**config.mk**
```make
export PLATFORM = sky130hd
export DESIGN_NAME = holiday_date_classifier
export DESIGN_NICKNAME = d
export VERILOG_FILES = /design/src/hdc_pkg.sv /design/src/hdc_rules.sv /design/src/hdc_easter.sv /design/src/holiday_date_classifier.sv
export SDC_FILE = /design/constraint.sdc
export NUM_CORES = 1
export LEC_CHECK = 0
export BUFFER_PORTS_ARGS = -buffer_cell sky130_fd_sc_hd__buf_2
export CORE_MARGIN = 3
export CORE_UTILIZATION = 43
export CTS_CLUSTER_SIZE = 30
export DETAILED_ROUTE_END_ITERATION = 7
export PLACE_DENSITY = 0.54
export SYNTH_ARGS = -nofsm -noshare
export SYNTH_HDL_FRONTEND = slang
export SYNTH_SLANG_ARGS = --single-unit
```
**constraint.sdc**
```tcl
create_clock -name clk -period 6.8 [get_ports clk]
set_input_delay 1.36 -clock clk [delete_from_list [all_inputs] [get_ports clk]]
set_output_delay 1.36 -clock clk [all_outputs]
set_load 0.02 [all_outputs]
```
**src/hdc_pkg.sv**
```systemverilog
`default_nettype none

package hdc_pkg;

    // one date beat
    typedef struct packed {
        logic [3:0]  month_index;
        logic [4:0]  day_of_month;
        logic [13:0] year_number;
        logic [2:0]  weekday;
    } date_t;

    // one result beat
    typedef struct packed {
        logic [1:0] status;
        logic [3:0] holiday_id;
    } result_t;

    // calendar rule outcome, decided before easter is known
    typedef struct packed {
        logic [1:0] status;
        logic [3:0] holiday_id;
        logic       easter_chk;
    } rule_t;

    // rule outcome carried alongside the easter pipeline
    typedef struct packed {
        rule_t      rule;
        logic [3:0] month_index;
        logic [4:0] day_of_month;
    } carry_t;

    // register stages inside the computus pipeline
    localparam int EASTER_LAT = 7;

    localparam logic [2:0] MONDAY   = 3'd1;
    localparam logic [2:0] THURSDAY = 3'd4;
    localparam logic [2:0] FRIDAY   = 3'd5;

    localparam logic [3:0] MON_JAN = 4'd0;
    localparam logic [3:0] MON_FEB = 4'd1;
    localparam logic [3:0] MON_MAR = 4'd2;
    localparam logic [3:0] MON_APR = 4'd3;
    localparam logic [3:0] MON_MAY = 4'd4;
    localparam logic [3:0] MON_JUN = 4'd5;
    localparam logic [3:0] MON_JUL = 4'd6;
    localparam logic [3:0] MON_SEP = 4'd8;
    localparam logic [3:0] MON_OCT = 4'd9;
    localparam logic [3:0] MON_NOV = 4'd10;
    localparam logic [3:0] MON_DEC = 4'd11;

    localparam logic [1:0] ST_NONE     = 2'd0;
    localparam logic [1:0] ST_HOLIDAY  = 2'd1;
    localparam logic [1:0] ST_OBSERVED = 2'd2;

    localparam logic [3:0] ID_NEWYEAR      = 4'd0;
    localparam logic [3:0] ID_MLK          = 4'd1;
    localparam logic [3:0] ID_PRESIDENTS   = 4'd2;
    localparam logic [3:0] ID_MEMORIAL     = 4'd3;
    localparam logic [3:0] ID_JUNETEENTH   = 4'd4;
    localparam logic [3:0] ID_JULY4        = 4'd5;
    localparam logic [3:0] ID_LABOR        = 4'd6;
    localparam logic [3:0] ID_COLUMBUS     = 4'd7;
    localparam logic [3:0] ID_VETERANS     = 4'd8;
    localparam logic [3:0] ID_THANKSGIVING = 4'd9;
    localparam logic [3:0] ID_CHRISTMAS    = 4'd10;
    localparam logic [3:0] ID_EASTER       = 4'd11;

    // computus constants
    localparam logic [9:0] H_BIAS   = 10'd15;
    localparam logic [6:0] L_BIAS   = 7'd32;
    localparam logic [8:0] M_LIMIT  = 9'd451;
    localparam logic [7:0] T_BIAS   = 8'd114;
    localparam logic [7:0] T_APRIL  = 8'd124;
    localparam logic [7:0] T_MAR_DAY = 8'd92;
    localparam logic [7:0] T_APR_DAY = 8'd123;

    // year / 100, exact for any 14-bit year
    function automatic logic [7:0] div100(input logic [13:0] v);
        logic [28:0] p;
        p = 29'(v) * 29'd20972;
        return p[28:21];
    endfunction

    // year / 19, exact for any 14-bit year
    function automatic logic [9:0] div19(input logic [13:0] v);
        logic [29:0] p;
        p = 30'(v) * 30'd55189;
        return p[29:20];
    endfunction

    // (b + 8) / 25 for b up to 163
    function automatic logic [2:0] div25(input logic [7:0] v);
        logic [12:0] p;
        p = 13'(v) * 13'd41;
        return p[12:10];
    endfunction

    // x / 3 for x up to 164
    function automatic logic [5:0] div3(input logic [7:0] v);
        logic [14:0] p;
        p = 15'(v) * 15'd171;
        return p[14:9];
    endfunction

    // x / 30 for x up to 520
    function automatic logic [4:0] div30(input logic [9:0] v);
        logic [20:0] p;
        p = 21'(v) * 21'd2185;
        return p[20:16];
    endfunction

    // x / 7 for x up to 86
    function automatic logic [3:0] div7(input logic [6:0] v);
        logic [13:0] p;
        p = 14'(v) * 14'd147;
        return p[13:10];
    endfunction

endpackage

`default_nettype wire

```
**src/hdc_rules.sv**
```systemverilog
`default_nettype none

module hdc_rules
    import hdc_pkg::*;
(
    input  wire date_t date,
    output rule_t      rule
);

    // fixed-date holiday with friday-before / monday-after observance
    function automatic logic [1:0] fixed_rule(input logic [4:0] hol, input logic [4:0] day,
                                              input logic [2:0] wd);
        logic [5:0] day_p1;
        logic [5:0] hol_p1;
        day_p1 = {1'b0, day} + 6'd1;
        hol_p1 = {1'b0, hol} + 6'd1;
        if (day == hol)
            return ST_HOLIDAY;
        else if (day_p1 == {1'b0, hol} && wd == FRIDAY)
            return ST_OBSERVED;
        else if ({1'b0, day} == hol_p1 && wd == MONDAY)
            return ST_OBSERVED;
        else
            return ST_NONE;
    endfunction

    logic [3:0] mon;
    logic [4:0] day;
    logic [2:0] wd;
    logic       monday;
    rule_t      r;

    assign mon    = date.month_index;
    assign day    = date.day_of_month;
    assign wd     = date.weekday;
    assign monday = (wd == MONDAY);

    // priority chain of calendar rules
    always_comb
    begin
        r.status     = ST_NONE;
        r.holiday_id = ID_NEWYEAR;
        r.easter_chk = 1'b0;
        if (mon == MON_DEC && day == 5'd31 && wd == FRIDAY)
        begin
            r.status     = ST_OBSERVED;
            r.holiday_id = ID_NEWYEAR;
        end
        else if (mon == MON_JAN && day == 5'd1)
        begin
            r.status     = ST_HOLIDAY;
            r.holiday_id = ID_NEWYEAR;
        end
        else if (mon == MON_JAN && day == 5'd2 && monday)
        begin
            r.status     = ST_OBSERVED;
            r.holiday_id = ID_NEWYEAR;
        end
        else if (mon == MON_JAN && monday && day inside {[5'd15:5'd21]})
        begin
            r.status     = ST_HOLIDAY;
            r.holiday_id = ID_MLK;
        end
        else if (mon == MON_FEB && monday && day inside {[5'd15:5'd21]})
        begin
            r.status     = ST_HOLIDAY;
            r.holiday_id = ID_PRESIDENTS;
        end
        else if (mon == MON_MAY && monday && day inside {[5'd25:5'd31]})
        begin
            r.status     = ST_HOLIDAY;
            r.holiday_id = ID_MEMORIAL;
        end
        else if (mon == MON_JUN)
        begin
            r.status     = fixed_rule(5'd19, day, wd);
            r.holiday_id = ID_JUNETEENTH;
        end
        else if (mon == MON_JUL)
        begin
            r.status     = fixed_rule(5'd4, day, wd);
            r.holiday_id = ID_JULY4;
        end
        else if (mon == MON_SEP && monday && day <= 5'd7)
        begin
            r.status     = ST_HOLIDAY;
            r.holiday_id = ID_LABOR;
        end
        else if (mon == MON_OCT && monday && day inside {[5'd8:5'd14]})
        begin
            r.status     = ST_HOLIDAY;
            r.holiday_id = ID_COLUMBUS;
        end
        else if (mon == MON_NOV)
        begin
            if (wd == THURSDAY && day inside {[5'd22:5'd28]})
            begin
                r.status     = ST_HOLIDAY;
                r.holiday_id = ID_THANKSGIVING;
            end
            else
            begin
                r.status     = fixed_rule(5'd11, day, wd);
                r.holiday_id = ID_VETERANS;
            end
        end
        else if (mon == MON_DEC)
        begin
            r.status     = fixed_rule(5'd25, day, wd);
            r.holiday_id = ID_CHRISTMAS;
        end
        else
        begin
            r.easter_chk = 1'b1;
        end

        // no holiday means id zero
        if (r.status == ST_NONE)
            r.holiday_id = ID_NEWYEAR;
    end

    assign rule = r;

endmodule

`default_nettype wire

```
**src/hdc_easter.sv**
```systemverilog
`default_nettype none

module hdc_easter
    import hdc_pkg::*;
(
    input  wire logic        clk,
    input  wire logic [13:0] year_number,
    output logic      [3:0]  easter_month,
    output logic      [4:0]  easter_day
);

    // stage 1: century and golden-number quotients
    logic [13:0] y1_reg;
    logic [7:0]  q100_1_reg;
    logic [9:0]  q19_1_reg;

    always_ff @(posedge clk)
    begin
        y1_reg     <= year_number;
        q100_1_reg <= div100(year_number);
        q19_1_reg  <= div19(year_number);
    end

    // stage 2: remainders and f = (b + 8) / 25
    logic [13:0] a_full;
    logic [13:0] c_full;
    logic [4:0]  a2_reg;
    logic [7:0]  b2_reg;
    logic [6:0]  c2_reg;
    logic [2:0]  f2_reg;

    assign a_full = y1_reg - 14'(q19_1_reg) * 14'd19;
    assign c_full = y1_reg - 14'(q100_1_reg) * 14'd100;

    always_ff @(posedge clk)
    begin
        a2_reg <= a_full[4:0];
        b2_reg <= q100_1_reg;
        c2_reg <= c_full[6:0];
        f2_reg <= div25(q100_1_reg + 8'd8);
    end

    // stage 3: g = (b - f + 1) / 3, split b and c
    logic [4:0] a3_reg;
    logic [7:0] b3_reg;
    logic [5:0] d3_reg;
    logic [1:0] e3_reg;
    logic [5:0] g3_reg;
    logic [4:0] i3_reg;
    logic [1:0] k3_reg;

    always_ff @(posedge clk)
    begin
        a3_reg <= a2_reg;
        b3_reg <= b2_reg;
        d3_reg <= b2_reg[7:2];
        e3_reg <= b2_reg[1:0];
        g3_reg <= div3(b2_reg - 8'(f2_reg) + 8'd1);
        i3_reg <= c2_reg[6:2];
        k3_reg <= c2_reg[1:0];
    end

    // stage 4: epact sum before the mod 30
    logic [9:0] s_sum;
    logic [9:0] s4_reg;
    logic [4:0] a4_reg;
    logic [1:0] e4_reg;
    logic [4:0] i4_reg;
    logic [1:0] k4_reg;

    assign s_sum = 10'(a3_reg) * 10'd19 + 10'(b3_reg) - 10'(d3_reg) - 10'(g3_reg) + H_BIAS;

    always_ff @(posedge clk)
    begin
        s4_reg <= s_sum;
        a4_reg <= a3_reg;
        e4_reg <= e3_reg;
        i4_reg <= i3_reg;
        k4_reg <= k3_reg;
    end

    // stage 5: h = s mod 30
    logic [9:0] h_full;
    logic [4:0] h5_reg;
    logic [4:0] a5_reg;
    logic [1:0] e5_reg;
    logic [4:0] i5_reg;
    logic [1:0] k5_reg;

    assign h_full = s4_reg - 10'(div30(s4_reg)) * 10'd30;

    always_ff @(posedge clk)
    begin
        h5_reg <= h_full[4:0];
        a5_reg <= a4_reg;
        e5_reg <= e4_reg;
        i5_reg <= i4_reg;
        k5_reg <= k4_reg;
    end

    // stage 6: l = (32 + 2e + 2i - h - k) mod 7
    logic [6:0] u_sum;
    logic [6:0] l_full;
    logic [2:0] l6_reg;
    logic [4:0] h6_reg;
    logic [4:0] a6_reg;

    assign u_sum  = L_BIAS + {4'd0, e5_reg, 1'b0} + {1'b0, i5_reg, 1'b0}
                    - 7'(h5_reg) - 7'(k5_reg);
    assign l_full = u_sum - 7'(div7(u_sum)) * 7'd7;

    always_ff @(posedge clk)
    begin
        l6_reg <= l_full[2:0];
        h6_reg <= h5_reg;
        a6_reg <= a5_reg;
    end

    // stage 7: m and the day-of-spring offset t
    logic [8:0] m_sum;
    logic       m_bit;
    logic [7:0] t_next;
    logic [7:0] t7_reg;

    assign m_sum  = 9'(a6_reg) + 9'(h6_reg) * 9'd11 + 9'(l6_reg) * 9'd22;
    assign m_bit  = (m_sum >= M_LIMIT);
    assign t_next = 8'(h6_reg) + 8'(l6_reg) + T_BIAS - (m_bit ? 8'd7 : 8'd0);

    always_ff @(posedge clk)
    begin
        t7_reg <= t_next;
    end

    // t falls in march or april only
    logic [7:0] eday_full;

    assign eday_full    = (t7_reg >= T_APRIL) ? (t7_reg - T_APR_DAY) : (t7_reg - T_MAR_DAY);
    assign easter_month = (t7_reg >= T_APRIL) ? MON_APR : MON_MAR;
    assign easter_day   = eday_full[4:0];

endmodule

`default_nettype wire

```
**src/holiday_date_classifier.sv**
```systemverilog
`default_nettype none

// holiday date classifier
//
// input channel: a date beat (month, day, year, weekday) is taken at each
// rising edge with start high and busy low. busy is never raised, so a new
// date can be started in every cycle.
// output channel: result_valid is high for exactly one cycle with the
// classification (status and holiday id) on result; the receiver has to take
// it in that cycle.
// throughput: one date per cycle. the depth is set by the seven-stage
// easter computus (constant-divisor quotients, mod 30, mod 7, final offset);
// the calendar rules are decided at the input and ride along beside it,
// and one output register merges the two.
// results leave in the order the dates came in.
// reset: rst_n clears the valid bits of every stage, so no result comes out
// until a new date is started; payload registers are not reset.
module holiday_date_classifier
    import hdc_pkg::*;
(
    input  wire logic    clk,
    input  wire logic    rst_n,
    input  wire logic    start,
    output logic         busy,
    input  wire date_t   date,
    output logic         result_valid,
    output result_t      result
);

    logic   accept;
    rule_t  rule_in;
    carry_t carry_in;
    logic [3:0] easter_month;
    logic [4:0] easter_day;

    assign busy   = 1'b0;
    assign accept = start && !busy;

    // calendar rules at the input
    hdc_rules u_rules (
        .date (date),
        .rule (rule_in)
    );

    // computus pipeline on the year
    hdc_easter u_easter (
        .clk          (clk),
        .year_number  (date.year_number),
        .easter_month (easter_month),
        .easter_day   (easter_day)
    );

    assign carry_in.rule         = rule_in;
    assign carry_in.month_index  = date.month_index;
    assign carry_in.day_of_month = date.day_of_month;

    // delay line matching the easter pipeline
    carry_t carry_reg [EASTER_LAT];
    logic   vld_reg   [EASTER_LAT];

    always_ff @(posedge clk)
    begin
        carry_reg[0] <= carry_in;
        for (int s = 1; s < EASTER_LAT; s++)
        begin
            carry_reg[s] <= carry_reg[s-1];
        end
    end

    always_ff @(posedge clk or negedge rst_n)
    begin
        if (!rst_n)
        begin
            for (int s = 0; s < EASTER_LAT; s++)
            begin
                vld_reg[s] <= 1'b0;
            end
        end
        else
        begin
            vld_reg[0] <= accept;
            for (int s = 1; s < EASTER_LAT; s++)
            begin
                vld_reg[s] <= vld_reg[s-1];
            end
        end
    end

    // merge easter match with the rule outcome
    carry_t  last;
    result_t result_next;
    result_t result_reg;
    logic    result_valid_reg;

    assign last = carry_reg[EASTER_LAT-1];

    always_comb
    begin
        result_next.status     = last.rule.status;
        result_next.holiday_id = last.rule.holiday_id;
        if (last.rule.easter_chk && last.month_index == easter_month
            && last.day_of_month == easter_day)
        begin
            result_next.status     = ST_HOLIDAY;
            result_next.holiday_id = ID_EASTER;
        end
    end

    always_ff @(posedge clk)
    begin
        result_reg <= result_next;
    end

    always_ff @(posedge clk or negedge rst_n)
    begin
        if (!rst_n)
            result_valid_reg <= 1'b0;
        else
            result_valid_reg <= vld_reg[EASTER_LAT-1];
    end

    assign result       = result_reg;
    assign result_valid = result_valid_reg;

endmodule

`default_nettype wire

```
==> impl_metrics.ini, run 1 <==
[status]
outcome = completed

[logic_synthesis]
synthesis.area_per_instance_sq_um = 11.0
number_of_nets_in_the_synthesized_netlist = 2391
synth_async_sr_flop_share_pct = 3.09
synth.distinct_cells = 70
postSynth.topFlopCell = sky130_fd_sc_hd__dfxtp_1
ys_ff_latch = 259
synth.yosys.seq_area_share_pct = 27.3
post_synthesis_cells = 1736
synth-edff-count = 0
post_synth_instance_area_sq_mm = 0.0191
ys_warn_count = 0

[cts]
cts_hold_buffers = 0
worstSkewPairLatency_ns = 0.52
clock_path_buffers = 3
clock_sinks = 259
cts_root_cell = sky130_fd_sc_hd__clkbuf_16
cts_tree = done
cts-buffers-inserted = 26
cts.clk_slew.worst_paths_ns = 0.07
cts-htree-levels = 1

[route]
post_route_wl_microns = 33200
drt_first_pass_iters = 6
final_antenna_net_count = 0
wire_per_inst_microns = 13.8
drt_iter0_drc = 325
detailroute.via_count = 11100
drt-vias-per-instance = 4.60
drcViolationCount = 0

[floorplan]
start_util_pct = 44.0
io_pins = 37
die_y_microns = 217
rows = 76
dieWidth_microns = 217
core_area_sq_mm = 0.0435
die_area_sq_mm = 0.0470

[global_route]
maximum_number_of_pins_on_one_net_before_global_route_repair = 18
grt_usage_pct = 14.9
grt_pass1_wl_microns = 58000
antenna_found_initial = 0
grt_pass1_vias = 11800
overflow = 0

[critical_path]
critical_path.most_common_cell = sky130_fd_sc_hd__ha_1
criticalPathCategory = reg -> reg
arrival_time_reported_for_the_critical_path_endpoint_ns = 6.77
critical_path_required_ns = 7.24
critical-path-max-stage-delay_ns = 0.51
worstSetupStartpointType = register
crit_path_max_fanout = 4
crit_path_end_kind = register
critPathSlowestCell = sky130_fd_sc_hd__fa_1

[timing]
slew_headroom_pct = 56.1
setup_viol = 0
worstMarginPinSlew_ns = 0.654
finalCriticalPeriod_ns = 6.33
hold_violations = 0
finalClockSkew_ns = 0.0107
peak_clock_frequency_supported_by_timing_ghz = 0.158
setup_repair_after_global_routing_missed_its_margin = false
totalNegativeSetupSlack_ns = 0
drv_slew = 0
timing.final.crit_share_pct = 93.1

[finish]
area_delta_synth_final_pct = 9.67
design.final.nets = 2457
total_non_filler_cell_area_in_the_finished_layout_sq_mm = 0.0210
drive_above_1_share_pct = 5.88
most_common_cell_after_layout_fill_and_taps_aside = sky130_fd_sc_hd__ha_1
antennaDiodeCount = 0
max_reg_flops = 112
most-common-layout-cells = sky130_fd_sc_hd__ha_1 (425), sky130_fd_sc_hd__inv_1 (412), sky130_fd_sc_hd__dfxtp_1 (251)

[min_path]
worst_hold_path_type = reg -> reg

[place]
placement_cell_area_sq_mm = 0.0201
detailed_place_hpwl_microns = 28700
port_buffers = 35
globalplace.congestion = 0.876

[flow_run]
drv_cap = 0
-- cell type report --
type                    instances  area (sq um)
fillers                      4058         22500
clock buffers                  33           697
repair buffers                 46           258
flip-flops and latches        259          5230
clock inverters                14           189
inverters                     412          1550
multi-input cells            1057         12300
well taps                     585           732
-- logic make-up (layout without fill, tap and decap cells) --
kind of cell	Yosys count	in the layout	synth area share, %
fa+ha+maj	626	626	48.9
buf+inv	420	505	8.31
flops	259	259	27.3
compound gates	157	157	5.71
simple gates	156	156	4.40
xor+xnor	116	116	5.31
other cells	1	1	0.0196
mux	1	1	0.0524
-- metrics by stage --
stage               setup WS, ns  cells  util [%]  hold slack, ns
floorplan                  0.684   1736         -           0.310
global placement           0.357   2359      46.2           0.309
detailed placement         0.278   2359      46.2           0.312
CTS                        0.241   2406      48.2           0.323
global route              0.0144   2406      48.2           0.323
finish                     0.467   2406      48.2           0.323
-- worst paths after layout --
kind,endpoint,cells past startpoint,slack (ns),start
worst max-delay path,u_easter.l6_reg[2],28,0.47,u_easter.k5_reg[1]
worst min-delay path,carry_reg[4][10],0,0.32,carry_reg[3][10]
max in group asynchronous,vld_reg[0],1,5.98,rst_n
min in group asynchronous,vld_reg[6],1,0.67,rst_n
worst min register to register,carry_reg[4][10],0,0.32,carry_reg[3][10]
worst max register to register,u_easter.l6_reg[2],28,0.47,u_easter.k5_reg[1]
-- critical path: cells and delay by family (launching register included) --
| family | cells | cell delay [ns] |
|---|---|---|
| fa+ha+maj | 10 | 3.50 |
| compound gates | 8 | 1.27 |
| xor+xnor | 6 | 0.94 |
| flops | 1 | 0.30 |
| buf+inv | 4 | 0.23 |
-- synth_stat cells, drive strengths merged, types with 11 or more instances --
| cell | n | area [sq um] |
|---|---|---|
| nor3 | 12 | 60.1 |
| xnor2 | 91 | 797 |
| nor2 | 35 | 131 |
| inv | 412 | 1550 |
| ha | 425 | 5320 |
| a21oi | 52 | 264 |
| a21o | 24 | 180 |
| o21ai | 14 | 70.1 |
| nand2 | 17 | 63.8 |
| xor2 | 25 | 219 |
| dfxtp | 251 | 5020 |
| nor2b | 11 | 68.8 |
| fa | 201 | 4020 |
| nand3 | 19 | 95.1 |
-- repair_timing --
item                       4_1_cts  5_1_grt
hold endpoints to repair         0        0
buffers inserted                 0        0
setup endpoints to repair        0        1
resized for setup                0        3
-- per-layer routing --
metal / part of all wire, % / global-route usage, % / routed length, microns / vias up
met5: 0 / 0 / 0 / -
met4: 1.7 / 2.89 / 555 / 0
met3: 2.8 / 1.42 / 937 / 32
met2: 48 / 25.7 / 15800 / 109
met1: 48 / 20.6 / 15900 / 5216
li1: - / - / - / 5707
Power of run 1 is not shown: default switching activity piles up to over one toggle a cycle in this logic, so the estimate is an artifact.
==> run 2: changes to the inputs <==
--- a/config.mk
+++ b/config.mk
@@ -6,7 +6,7 @@
 export NUM_CORES = 1
 export LEC_CHECK = 0
 export BUFFER_PORTS_ARGS = -buffer_cell sky130_fd_sc_hd__buf_2
-export CORE_MARGIN = 3
+export CORE_MARGIN = 2
 export CORE_UTILIZATION = 43
 export CTS_CLUSTER_SIZE = 30
 export DETAILED_ROUTE_END_ITERATION = 7
==> run 2 against run 1 <==
First-iteration DRC count up 4.6%. Setup slack got worse by 0.060 ns. Sequential share of layout area hardly changed. Final cell count is 0.42% higher. Register-to-register slack got worse by 0.06 ns. Count of clock-buffer cells in the layout unchanged. Utilization down 0.54 points. Critical endpoint unchanged.
==> impl_metrics.ini, run 2 (synthesis results as in run 1) <==
[timing]
setup_viol = 0
setup_repair_after_global_routing_missed_its_margin = false
totalNegativeSetupSlack_ns = 0
finalClockSkew_ns = 0.0193
peak_clock_frequency_supported_by_timing_ghz = 0.156
slew_headroom_pct = 54.4
worstMarginPinSlew_ns = 0.679
hold_violations = 0
drv_slew = 0
finalCriticalPeriod_ns = 6.39
timing.final.crit_share_pct = 94.0

[critical_path]
critPathSlowestCell = sky130_fd_sc_hd__fa_1
worstSetupStartpointType = register
crit_path_max_fanout = 4
critical-path-max-stage-delay_ns = 0.50
rr_startpoint = u_easter.k5_reg[1]
critical_path_required_ns = 7.25
r2r_slack_ns = 0.41
r2r_cells = 30
criticalPathCategory = reg -> reg
critical_path.reg2reg.endpoint = u_easter.l6_reg[2]
arrival_time_reported_for_the_critical_path_endpoint_ns = 6.85
crit_path_end_kind = register

[route]
drt-vias-per-instance = 4.61
drt_first_pass_iters = 4
post_route_wl_microns = 33900
drt_iter0_drc = 340
final_antenna_net_count = 0
wire_per_inst_microns = 14.0
drcViolationCount = 0
detailroute.via_count = 11100

[global_route]
antenna_found_initial = 0
grt_pass1_wl_microns = 58900
overflow = 0
grt_usage_pct = 15.5
grt_pass1_vias = 12000
maximum_number_of_pins_on_one_net_before_global_route_repair = 18

[finish]
antennaDiodeCount = 0
design.final.nets = 2457
max_reg_flops = 112
drive_above_1_share_pct = 6.36
most_common_cell_after_layout_fill_and_taps_aside = sky130_fd_sc_hd__ha_1
most-common-layout-cells = sky130_fd_sc_hd__ha_1 (425), sky130_fd_sc_hd__inv_1 (412), sky130_fd_sc_hd__dfxtp_1 (251)
area_delta_synth_final_pct = 9.86

[cts]
cts_post_setup_buffers_inserted = 0
cts-htree-levels = 1
cts.clk_slew.worst_paths_ns = 0.06
cts_tree = done
cts-buffers-inserted = 28
clock_path_buffers = 3
clock_sinks = 259
cts_root_cell = sky130_fd_sc_hd__clkbuf_16
worstSkewPairLatency_ns = 0.54

[floorplan]
die_y_microns = 215
die_area_sq_mm = 0.0462
start_util_pct = 43.4
dieWidth_microns = 215
rows = 77
io_pins = 37
core_area_sq_mm = 0.0440

[min_path]
worst_hold_path_type = reg -> reg
whs_path_depth = 0
worstHoldStart = u_easter.a4_reg[2]
whs_endpoint = u_easter.a5_reg[2]

[place]
globalplace.congestion = 0.837
detailed_place_hpwl_microns = 29200
port_buffers = 35

[flow_run]
drv_cap = 0

[status]
outcome = completed
## run 2: cell count changes in the layout (fill, tap and decap cells not counted)
| cell | before | now |
|---|---|---|
| sky130_fd_sc_hd__clkinvlp_4 | 3 | 5 |
| sky130_fd_sc_hd__buf_4 | 11 | 9 |
| sky130_fd_sc_hd__clkinv_2 | 1 | 6 |
| sky130_fd_sc_hd__clkbuf_1 | 5 | 2 |
| sky130_fd_sc_hd__inv_8 | 1 | 2 |
| sky130_fd_sc_hd__a21oi_1 | 49 | 48 |
| sky130_fd_sc_hd__clkbuf_16 | 26 | 29 |
| sky130_fd_sc_hd__xnor2_2 | 1 | 3 |
| sky130_fd_sc_hd__xnor2_1 | 90 | 88 |
| sky130_fd_sc_hd__a21oi_2 | 3 | 4 |
| sky130_fd_sc_hd__bufinv_16 | 3 | 0 |
## run 2: stage by stage
step / cells / hold WS (ns) / instance area, sq um / utilization (%) / worst slack (ns)
after floorplan: 1736 / 0.310 / 19100 / - / 0.684
after global placement: 2364 / 0.310 / 20100 / 45.6 / 0.393
after detailed placement: 2364 / 0.312 / 20100 / 45.6 / 0.281
after CTS: 2416 / 0.319 / 21000 / 47.6 / 0.244
after global routing: 2416 / 0.326 / 21000 / 47.7 / 0.0365
final: 2416 / 0.317 / 21000 / 47.7 / 0.407
## run 2: area by class of cell
| cell class | count | area (sq um) |
|---|---|---|
| fill | 4111 | 23000 |
| multi-input combinational | 1057 | 12300 |
| sequential | 259 | 5230 |
| inverter | 412 | 1550 |
| clock buffer | 33 | 761 |
| tap | 592 | 741 |
| timing repair buffer | 44 | 243 |
| clock inverter | 19 | 150 |
## run 2: worst max-delay path by stage
stage | startpoint | end | slack (ns)
finish | u_easter.k5_reg[1] | u_easter.l6_reg[2] | 0.41
global route | u_easter.k5_reg[1] | u_easter.l6_reg[2] | 0.04
CTS | u_easter.h5_reg[1] | u_easter.l6_reg[2] | 0.24
detailed placement | date[6] | u_easter.q19_1_reg[4] | 0.28
global placement | date[6] | u_easter.q19_1_reg[4] | 0.39
floorplan | u_easter.k5_reg[1] | u_easter.l6_reg[2] | 0.68
## run 2: timing repair
item / CTS / global route
endpoints found under the hold margin: 0 / 0
hold buffers: 0 / 0
resized for setup: 0 / 6
endpoints found under the setup margin: 0 / 1
## run 2: layer usage
layer / vias up / share of wire (%) / track usage (%)
met1: 5281 / 47 / 20.8
met4: 0 / 1.4 / 2.92
met2: 112 / 49 / 27.3
li1: 5701 / - / -
met5: - / 0 / 0
met3: 36 / 2.6 / 1.50
## run 2: critical path, delay by kind of cell (launching register included)
family	cells	cell delay [ns]
adder cells (fa/ha/maj)	10	3.34
AO/OA/AOI/OAI	7	1.15
XOR/XNOR	6	0.89
buffers and inverters	6	0.37
flip-flops	1	0.30
AND/OR/NAND/NOR	1	0.27
Power of run 2 is left out for the same reason.
